===== config.mk =====
export PLATFORM = sky130hd
export DESIGN_NAME = dequant_idct4x4_reconstruct_core
export DESIGN_NICKNAME = d
export VERILOG_FILES = /design/src/hw/rtl/dit_pkg.sv /design/src/hw/rtl/dequant_idct4x4_reconstruct_core.sv
export SDC_FILE = /design/constraint.sdc
export NUM_CORES = 2
export LEC_CHECK = 0
export BUFFER_PORTS_ARGS = -buffer_cell sky130_fd_sc_hd__buf_2
export CAP_MARGIN = 30
export CELL_PAD_IN_SITES_DETAIL_PLACEMENT = 1
export CELL_PAD_IN_SITES_GLOBAL_PLACEMENT = 1
export CORE_MARGIN = 5
export CORE_UTILIZATION = 30
export CTS_CLUSTER_SIZE = 30
export DETAILED_ROUTE_END_ITERATION = 8
export PLACE_DENSITY_LB_ADDON = 0.1
export SLEW_MARGIN = 20
export SYNTH_ARGS = -nofsm -noshare
export SYNTH_HDL_FRONTEND = slang
export SYNTH_SLANG_ARGS = --single-unit

===== constraint.sdc =====
create_clock -name clk -period 10.2 [get_ports clk]
set_clock_uncertainty 0.2 [all_clocks]
set_input_delay 1.02 -clock clk [delete_from_list [all_inputs] [get_ports clk]]
set_output_delay 1.02 -clock clk [all_outputs]
set_load 0.01 [all_outputs]

===== src/hw/rtl/dit_pkg.sv =====
// Shared types and constants for the 4x4 dequant / inverse DCT / reconstruct block.
package dit_pkg;

  localparam int unsigned CoefW  = 16;
  localparam int unsigned PixW   = 8;
  localparam int unsigned IdxW   = 4;
  localparam int unsigned CountW = 5;
  localparam int unsigned BlkN   = 16;
  // butterfly internal width, covers a + d with headroom
  localparam int unsigned AccW   = 20;
  // constant products: 16-bit signed times 18-bit signed
  localparam int unsigned ProdW  = 34;
  localparam int unsigned MulW   = 18;

  localparam logic signed [MulW-1:0] COS_TERM = 18'sd20091;
  localparam logic signed [MulW-1:0] SIN_TERM = 18'sd35468;

  typedef enum logic [2:0] {
    ST_LOAD,
    ST_COL_MUL,
    ST_COL_SUM,
    ST_ROW_MUL,
    ST_ROW_SUM,
    ST_EMIT
  } state_t;

endpackage


===== src/hw/rtl/dequant_idct4x4_reconstruct_core.sv =====
// Top level: 4x4 dequantize, two-pass inverse DCT, add prediction and clamp.
// Flow: a block is loaded one item per cycle while in_valid holds (dequant multiply on
// entry), then 8 passes of the shared butterfly run, each a multiply and a sum state
// (DC-only skips them); then one pixel per cycle while out_ready holds.
// No new block is accepted until the last pixel of the current one has been emitted.
// Reset: rst (synchronous) clears the sequencer, counter, DC-only flag and out_valid.
module dequant_idct4x4_reconstruct_core (
  input  logic                                clk,
  input  logic                                rst,
  input  logic                                in_valid,
  output logic                                in_ready,
  input  logic signed [dit_pkg::CoefW-1:0]    coefficient,
  input  logic signed [dit_pkg::CoefW-1:0]    factor,
  input  logic        [dit_pkg::PixW-1:0]     predicted_pixel,
  input  logic signed [dit_pkg::CoefW-1:0]    second_order_dc,
  input  logic                                use_second_order_dc,
  input  logic        [dit_pkg::CountW-1:0]   coefficient_count,
  output logic                                out_valid,
  input  logic                                out_ready,
  output logic        [dit_pkg::PixW-1:0]     pixel,
  output logic        [dit_pkg::IdxW-1:0]     pixel_index,
  output logic                                last_pixel
);
  import dit_pkg::*;

  state_t state, state_next;
  logic [IdxW-1:0] cnt, cnt_next;
  logic            dc_only;
  logic            emit_load;
  logic            in_fire;

  // coefficient / column-pass / residual store, shifted so reads sit at fixed taps
  logic signed [CoefW-1:0] coef [BlkN];
  logic        [PixW-1:0]  pred [BlkN];
  logic signed [CoefW-1:0] dc;

  logic signed [2*CoefW-1:0] dq_prod;
  logic signed [CoefW-1:0]   dq_val;

  logic signed [CoefW-1:0] tap0, tap1, tap2, tap3;
  logic signed [ProdW-1:0] p1s, p1c, p3s, p3c;
  logic signed [MulW-1:0]  m1s, m1c, m3s, m3c;
  logic signed [AccW-1:0]  bf_a, bf_b, bf_c, bf_d;
  logic signed [AccW-1:0]  o0, o1, o2, o3;
  logic signed [AccW-1:0]  r0, r1, r2, r3;

  logic signed [CoefW:0]   dc_sum;
  logic signed [CoefW:0]   dc_add;
  logic signed [CoefW-1:0] res;
  logic signed [CoefW+1:0] recon;
  logic        [PixW-1:0]  recon_clamped;

  assign in_fire = in_valid && in_ready;

  // ---------------- sequencer ----------------
  always_comb begin
    state_next = state;
    cnt_next   = cnt;
    in_ready   = 1'b0;
    emit_load  = 1'b0;
    unique case (state)
      ST_LOAD: begin
        in_ready = 1'b1;
        if (in_valid) begin
          cnt_next = cnt + 4'd1;
          if (cnt == 4'(BlkN - 1)) begin
            state_next = dc_only ? ST_EMIT : ST_COL_MUL;
          end
        end
      end
      ST_COL_MUL: state_next = ST_COL_SUM;
      ST_COL_SUM: begin
        cnt_next = cnt + 4'd1;
        if (cnt[1:0] == 2'd3) begin
          cnt_next   = '0;
          state_next = ST_ROW_MUL;
        end else begin
          state_next = ST_COL_MUL;
        end
      end
      ST_ROW_MUL: state_next = ST_ROW_SUM;
      ST_ROW_SUM: begin
        cnt_next = cnt + 4'd1;
        if (cnt[1:0] == 2'd3) begin
          cnt_next   = '0;
          state_next = ST_EMIT;
        end else begin
          state_next = ST_ROW_MUL;
        end
      end
      ST_EMIT: begin
        if (!out_valid || out_ready) begin
          emit_load = 1'b1;
          cnt_next  = cnt + 4'd1;
          if (cnt == 4'(BlkN - 1)) begin
            state_next = ST_LOAD;
          end
        end
      end
      default: begin
        state_next = ST_LOAD;
        cnt_next   = '0;
      end
    endcase
  end

  always_ff @(posedge clk) begin
    if (rst) begin
      state     <= ST_LOAD;
      cnt       <= '0;
      dc_only   <= 1'b0;
      out_valid <= 1'b0;
    end else begin
      state <= state_next;
      cnt   <= cnt_next;
      if (in_fire && cnt == '0) begin
        dc_only <= (coefficient_count <= 5'd1);
      end
      if (emit_load) begin
        out_valid <= 1'b1;
      end else if (out_ready) begin
        out_valid <= 1'b0;
      end
    end
  end

  // ---------------- dequant on entry ----------------
  assign dq_prod = coefficient * factor;
  // external DC replaces element zero on both paths
  assign dq_val  = (cnt == '0 && use_second_order_dc) ? second_order_dc : dq_prod[CoefW-1:0];

  // ---------------- shared butterfly ----------------
  // column pass reads column 0 of a store that rotates by one per pass,
  // row pass reads row 0 of a store that rotates by four per pass
  always_comb begin
    tap0 = coef[0];
    if (state == ST_COL_MUL || state == ST_COL_SUM) begin
      tap1 = coef[4];
      tap2 = coef[8];
      tap3 = coef[12];
    end else begin
      tap1 = coef[1];
      tap2 = coef[2];
      tap3 = coef[3];
    end
  end

  assign p1s = tap1 * SIN_TERM;
  assign p1c = tap1 * COS_TERM;
  assign p3s = tap3 * SIN_TERM;
  assign p3c = tap3 * COS_TERM;

  assign bf_a = AccW'(tap0) + AccW'(tap2);
  assign bf_b = AccW'(tap0) - AccW'(tap2);
  assign bf_c = AccW'(m1s) - (AccW'(tap3) + AccW'(m3c));
  assign bf_d = (AccW'(tap1) + AccW'(m1c)) + AccW'(m3s);

  assign o0 = bf_a + bf_d;
  assign o1 = bf_b + bf_c;
  assign o2 = bf_b - bf_c;
  assign o3 = bf_a - bf_d;

  assign r0 = o0 + 20'sd4;
  assign r1 = o1 + 20'sd4;
  assign r2 = o2 + 20'sd4;
  assign r3 = o3 + 20'sd4;

  // ---------------- reconstruct ----------------
  assign dc_sum = 17'(dc) + 17'sd4;
  assign dc_add = dc_sum >>> 3;
  assign res    = dc_only ? dc_add[CoefW-1:0] : coef[0];
  assign recon  = 18'(res) + $signed({10'b0, pred[0]});

  always_comb begin
    if (recon[CoefW+1]) begin
      recon_clamped = '0;
    end else if (recon[CoefW:PixW] != '0) begin
      recon_clamped = 8'd255;
    end else begin
      recon_clamped = recon[PixW-1:0];
    end
  end

  // ---------------- datapath registers ----------------
  always_ff @(posedge clk) begin
    unique case (state)
      ST_LOAD: begin
        if (in_fire) begin
          for (int k = 0; k < BlkN - 1; k++) begin
            coef[k] <= coef[k+1];
            pred[k] <= pred[k+1];
          end
          coef[BlkN-1] <= dq_val;
          pred[BlkN-1] <= predicted_pixel;
          if (cnt == '0) begin
            dc <= dq_val;
          end
        end
      end
      ST_COL_MUL, ST_ROW_MUL: begin
        m1s <= p1s[ProdW-1:16];
        m1c <= p1c[ProdW-1:16];
        m3s <= p3s[ProdW-1:16];
        m3c <= p3c[ProdW-1:16];
      end
      ST_COL_SUM: begin
        // last slot of each row takes the new column result
        for (int k = 0; k < BlkN - 1; k++) begin
          if (k[1:0] != 2'd3) begin
            coef[k] <= coef[k+1];
          end
        end
        coef[3]  <= o0[CoefW-1:0];
        coef[7]  <= o1[CoefW-1:0];
        coef[11] <= o2[CoefW-1:0];
        coef[15] <= o3[CoefW-1:0];
      end
      ST_ROW_SUM: begin
        for (int k = 0; k < BlkN - 4; k++) begin
          coef[k] <= coef[k+4];
        end
        coef[12] <= r0[CoefW+2:3];
        coef[13] <= r1[CoefW+2:3];
        coef[14] <= r2[CoefW+2:3];
        coef[15] <= r3[CoefW+2:3];
      end
      ST_EMIT: begin
        if (emit_load) begin
          pixel       <= recon_clamped;
          pixel_index <= cnt;
          last_pixel  <= (cnt == 4'(BlkN - 1));
          for (int k = 0; k < BlkN - 1; k++) begin
            coef[k] <= coef[k+1];
            pred[k] <= pred[k+1];
          end
        end
      end
      default: ;
    endcase
  end

endmodule


# --- Word level (Yosys, flattened, before mapping) ---
# Memory sizes are Yosys's and may differ from the RTL's.
# Index checks and enable logic that the tools add are counted.
word_totals:
  register_bits: 104
  mem_bits_rw: 384
  inputBits: 66
  output_inout_bits: 15
  wordCells: 222
  memories: 2
mem_list:
  columns: ["memory", "depth", "width", "rd", "rd_ports_with_merged_regs", "wr", "line_no", "rtl"]
  rows:
  - ["coef", 16, 16, 16, 0, 16, "dequant_idct4x4_reconstruct_core.sv:33", "logic signed [CoefW-1:0] coef [BlkN];"]
  - ["pred", 16, 8, 16, 0, 16, "dequant_idct4x4_reconstruct_core.sv:34", "logic [PixW-1:0] pred [BlkN];"]
op_classes:
  add_sub_neg: 17
  mul: 5
  n_lt_le_gt_ge: 1
  eq_ne: 11
  muxes: 95
  n_bitwise: 63
  n_reduce_logical: 16
op_table:
  columns: ["cell", "n"]
  rows:
  - ["$mux W16", 52]
  - ["$mux W8", 16]
  - ["$add A19 B4 Y19 const B", 4]
  - ["$mul A16 B16 Y32 const B", 2]
  - ["$mul A16 B15 Y31 const B", 2]
  - ["$or A1 B1 Y1", 62]
  - ["$add A16 B16 Y17", 3]
  - ["$add A17 B18 Y19", 2]
  - ["$sub A17 B18 Y19", 2]
  - ["$add A17 B17 Y18", 1]
  - ["$mux W3", 6]
  - ["$pmux W3 S6", 1]
  - ["$sub A17 B17 Y18", 1]
  - ["$add A16 B4 Y17 const B", 1]
  - ["$add A16 B9 Y17", 1]
  - ["$sub A16 B16 Y17", 1]
  - ["$mul A16 B16 Y16", 1]
  - ["$pmux W4 S4", 1]
  - ["$mux W1", 15]
  - ["$mux W4", 3]
  - ["$reduce_bool A9 Y1", 1]
  - ["$ne A2 B2 Y1 const B", 4]
  - ["$eq A3 B2 Y1 const B", 2]
  - ["$eq A3 B3 Y1 const B", 2]
  - ["17 further kinds", 22]

# --- Depth between registers and ports, before layout ---
logic_depth:
  ltp_word: 9
  ltp_mapped: 34
  ltp_nobuf: 30

# --- Least setup slack after synthesis ---
# OpenSTA, ideal clock, no wires.
synth_path:
  kind: "register to register"
  from: "register state[1]"
  to: "register m1c[15] (netlist name)"
  setup_time_ns: 0.259
  arrival_time_ns: 8.405
  required_ns: 9.741
  setup_slack_ns: 1.336
  path_stages_with_launch: 28
  path_buffers: 2
  period_less_slack_ns: 8.864
  path_cell_list: "dfxtp_1 -> clkbuf_1 -> clkinv_1 -> nor2_1 -> nor2_1 -> nor2_1 -> mux2i_1 -> clkbuf_1 -> inv_1 -> ha_1 -> inv_1 -> fa_1 -> fa_1 -> inv_1 -> fa_1 -> fa_1 -> inv_1 -> fa_1 -> inv_1 -> ha_1 -> inv_1 -> a311oi_1 -> a21oi_1 -> or3_1 -> a31oi_1 -> o41ai_1 -> nand2b_1 -> xnor2_1"
synth_between:
  elab_chain_cells: 4
  elab_cells_between_ends: 5
  cone_classes: "mul (1); eq/ne (2); mux (1); reduce/logical (1)"
synth_rtl:
  columns: ["element", "line_no", "rtl"]
  rows:
  - ["start, declared", "dequant_idct4x4_reconstruct_core.sv:26", "state_t state, state_next;"]
  - ["start signal, assigned", "dequant_idct4x4_reconstruct_core.sv:114", "state <= state_next;"]
  - ["$eq A3 B1 Y1 or $eq A3 B2 Y1 (tied branches)", "dequant_idct4x4_reconstruct_core.sv:137", "if (state == ST_COL_MUL || state == ST_COL_SUM) begin"]
  - ["$logic_or A1 B1 Y1 *", "dequant_idct4x4_reconstruct_core.sv:137", null]
  - ["$mux W16 *", "dequant_idct4x4_reconstruct_core.sv:137", null]
  - ["$mul A16 B16 Y32 *", "dequant_idct4x4_reconstruct_core.sv:149", "assign p1c = tap1 * COS_TERM;"]
  - ["net p1c[31]", "dequant_idct4x4_reconstruct_core.sv:41", "logic signed [ProdW-1:0] p1s, p1c, p3s, p3c;"]
# The timed path passes the listed nets; every way through them passes the cells marked *.
# A chain may end at the register's enable or synchronous reset.

# --- Worst setup path in the final report ---
layout_path:
  from: "register state[1]"
  to: "register m3c[15] (netlist name)"
layout_between:
  elab_chain_cells: 4
  elab_cells_between_ends: 5
  cone_classes: "mul (1); eq/ne (2); mux (1); reduce/logical (1)"
layout_rtl:
  columns: ["element", "line_no", "rtl"]
  rows:
  - ["$eq A3 B1 Y1 or $eq A3 B2 Y1 (tied branches)", "dequant_idct4x4_reconstruct_core.sv:137", null]
  - ["$logic_or A1 B1 Y1 *", "dequant_idct4x4_reconstruct_core.sv:137", null]
  - ["$mux W16 *", "dequant_idct4x4_reconstruct_core.sv:137", null]
  - ["$mul A16 B16 Y32 *", "dequant_idct4x4_reconstruct_core.sv:151", "assign p3c = tap3 * COS_TERM;"]
  - ["net p3c[31]", "dequant_idct4x4_reconstruct_core.sv:41", null]
# Marked as above.

==> results.ini <==
[clock_tree]
root_buffer = clkbuf_16
cts_resized = 0
clock_path_buffers = 3
ctsHoldBuffers = 0
htreeDepth = 2
post_cts_buffers = 0
clk_pin_slew_ps = 60
cts_tree = yes
cts_sinks = 486
clkLatencyLatePin_ps = 680
cts_buffers = 59

[yosys]
ys.warnings.count = 0
synth_top_cell_area_share = 0.2866
synth_edf_count = 477
ys.flop_type = edfxtp_1
yosysUniqueCellTypes = 101
synth_cells = 5042
syn_area_per_cell_um2 = 9.913
synth_top_area_cell = edfxtp_1
seq_area_frac_synth = 0.2902
synth_area_leaders = edfxtp_1 29%, fa_1 19%, ha_1 16%
synth_area_um2 = 49980
ys_ff_latch = 486
async_flop_share = 0

[global_route]
grt_pass1_vias = 37541
track_usage = 0.1820
antenna_found_initial = 7
grt_overflow = 0
grt_max_degree = 84
grt_pass1_wl_um = 241200

[timing]
fmax_ghz = 0.1103
tns_ps = 0
slew_viol_final = 0
hold_viol_final = 0
worstMarginPinSlew_ps = 989.8
fin_crit_ps = 9062
setup_viol = 0
max-slew-margin-rel = 0.3345
rsz0062_at_grt = false
period_share = 0.8885

[placed_design]
post-dp-hpwl_um = 127500
gp_congestion = 0.8076
portBuffers = 79

[routing]
vias = 35620
first_iter_violations = 1920
via_per_inst = 4.861
drt-total-wl_um = 159600
drc_errors = 0
antenna_left = 0
dr.pass1.iters = 5
drt-wirelength-per-cell_um = 21.78

[final_layout]
syn_to_final_growth_pct = 10.09
nets = 6244
n_fill_cell = 18628
drive_above_1_share = 0.06987

[die]
die_area_um2 = 174900
coreArea_um2 = 165400
io_pins = 81
row_count = 149
die_w_um = 418.2
die_h_um = 418.2
start_util = 0.3023

[critical_path]
path_class = reg -> reg
endpoint_kind = register
crit_fanout = 14
start_kind = register
worst_path_largest_cell_delay_ps = 570
critPathRequiredTime_ps = 10380
worstPathArrival_ps = 9240
cpMaxStageDelayCell = fa_1
crit_path_frequent_cell = fa_1

[worst_hold_path]
hp-class = reg -> reg

[flow_run]
drv_cap = 0

[run_status]
status = complete, no violations

-- area by class of cell --
type / count / area, µm² / share of cell area
Inverter: 796 / 2988 / 0.05430
Clock inverter: 38 / 329.1 / 0.005980
Timing Repair Buffer: 150 / 985.9 / 0.01792
Clock buffer: 72 / 1597 / 0.02902
Antenna cell: 1 / 2.502 / 0.00004548
Tap cell: 2189 / 2739 / 0.04978
Sequential cell: 486 / 14510 / 0.2637
Multi-Input combinational cell: 3596 / 31870 / 0.5793
-- layout by cell type (no fill, tap or decap), types with 51 or more instances in the layout --
master	Yosys	routed
buf_2	9	80
nand2_1	723	720
xnor2_1	190	189
o21a_1	52	52
o21ai_0	129	129
nor2_1	228	225
nand3_1	53	53
and2_1	79	78
o22ai_1	51	51
a21oi_1	189	189
xor2_1	104	104
nor3_1	88	88
clkbuf_16	0	60
ha_1	622	622
fa_1	467	467
edfxtp_1	477	477
inv_1	790	790
buf_4	1	65
-- cells in the mapped netlist, types with 18 or more instances --
library cell and instances:
a21oi_1 189, ha_1 622, clkbuf_1 128, nand4_1 23, nand3_1 53, inv_1 790, nor2b_1 31, mux2i_1 25
nor2_1 228, a211oi_1 34, o21a_1 52, nor3_1 88, and2_1 79, o221ai_1 26, xnor2_1 190, buf_1 18
o21ai_1 28, nand2_1 723, a21o_1 37, o221a_2 20, xor2_1 104, fa_1 467, mux2_2 41, and3_1 22
or3_1 32, o22ai_1 51, edfxtp_1 477, nand2b_1 30, o21bai_1 22, o21ai_0 129
-- cell families (layout without fill, tap and decap cells) --
logic type      after synthesis  count (layout)  synth area share
other cells                   1               3        0.00007503
buf+inv                     961            1056           0.07375
xor+xnor                    295             295           0.05184
simple gates               1385            1385            0.1252
compound gates              759             759            0.1019
flops                       486             486            0.2902
fa+ha+maj                  1089            1089            0.3428
mux                          66              66           0.01424
-- stage by stage --
stage / cell area [µm²] / hold WS, ps / setup WS (ps) / util / cells
2_1_floorplan: 49990 / 200.3 / 1336 / - / 5043
3_3_place_gp: 52970 / 200.5 / 1139 / 0.3203 / 7209
3_5_place_dp: 53000 / 205.2 / 1012 / 0.3205 / 7212
4_1_cts: 54930 / 196.2 / 988.4 / 0.3322 / 7322
5_1_grt: 55020 / 219.2 / 631.4 / 0.3327 / 7327
6_report: 55020 / 194.6 / 1138 / 0.3327 / 7328
-- sequential cells by signal, summed over array words and instances, names as in the netlist, 8 cells and up --
signal and flops:
coef 256, dc 14, m1c 16, m1s 17
m3c 16, m3s 17, pixel 8, pred 128
-- worst max-delay path, delay by kind of cell, from the launching register on --
kind	cells	cell delay [ps]
mux	1	210
flops	1	390
xor+xnor	1	100
fa+ha+maj	7	3260
compound gates	7	1650
buf+inv	6	1390
simple gates	4	1520
-- metal layers --
| layer | share of wire | GRT usage | up-vias | wire (µm) |
|---|---|---|---|---|
| met4 | 0.023 | 0.04007 | 4 | 3667 |
| met2 | 0.44 | 0.2854 | 412 | 70530 |
| met3 | 0.029 | 0.01954 | 142 | 4700 |
| met1 | 0.51 | 0.2708 | 18052 | 80660 |
| met5 | 0.00017 | 0 | - | 27 |
| li1 | - | - | 17010 | - |
-- final timing paths --
check | endpoint | from | cells after the start | slack (ps)
worst min-delay path | pred[0][9]$_DFFE_PP_ | pred[0][17]$_DFFE_PP_ | 0 | 190
worst max register to register | m3c[15]$_DFFE_PP_ | state[1]$_SDFFE_PP0P_ | 26 | 1140
worst min register to register | pred[0][9]$_DFFE_PP_ | pred[0][17]$_DFFE_PP_ | 0 | 190
worst max-delay path | m3c[15]$_DFFE_PP_ | state[1]$_SDFFE_PP0P_ | 26 | 1140
Power is not shown: default switching activity piles up to over one toggle a cycle in this logic, so the estimate is an artifact.
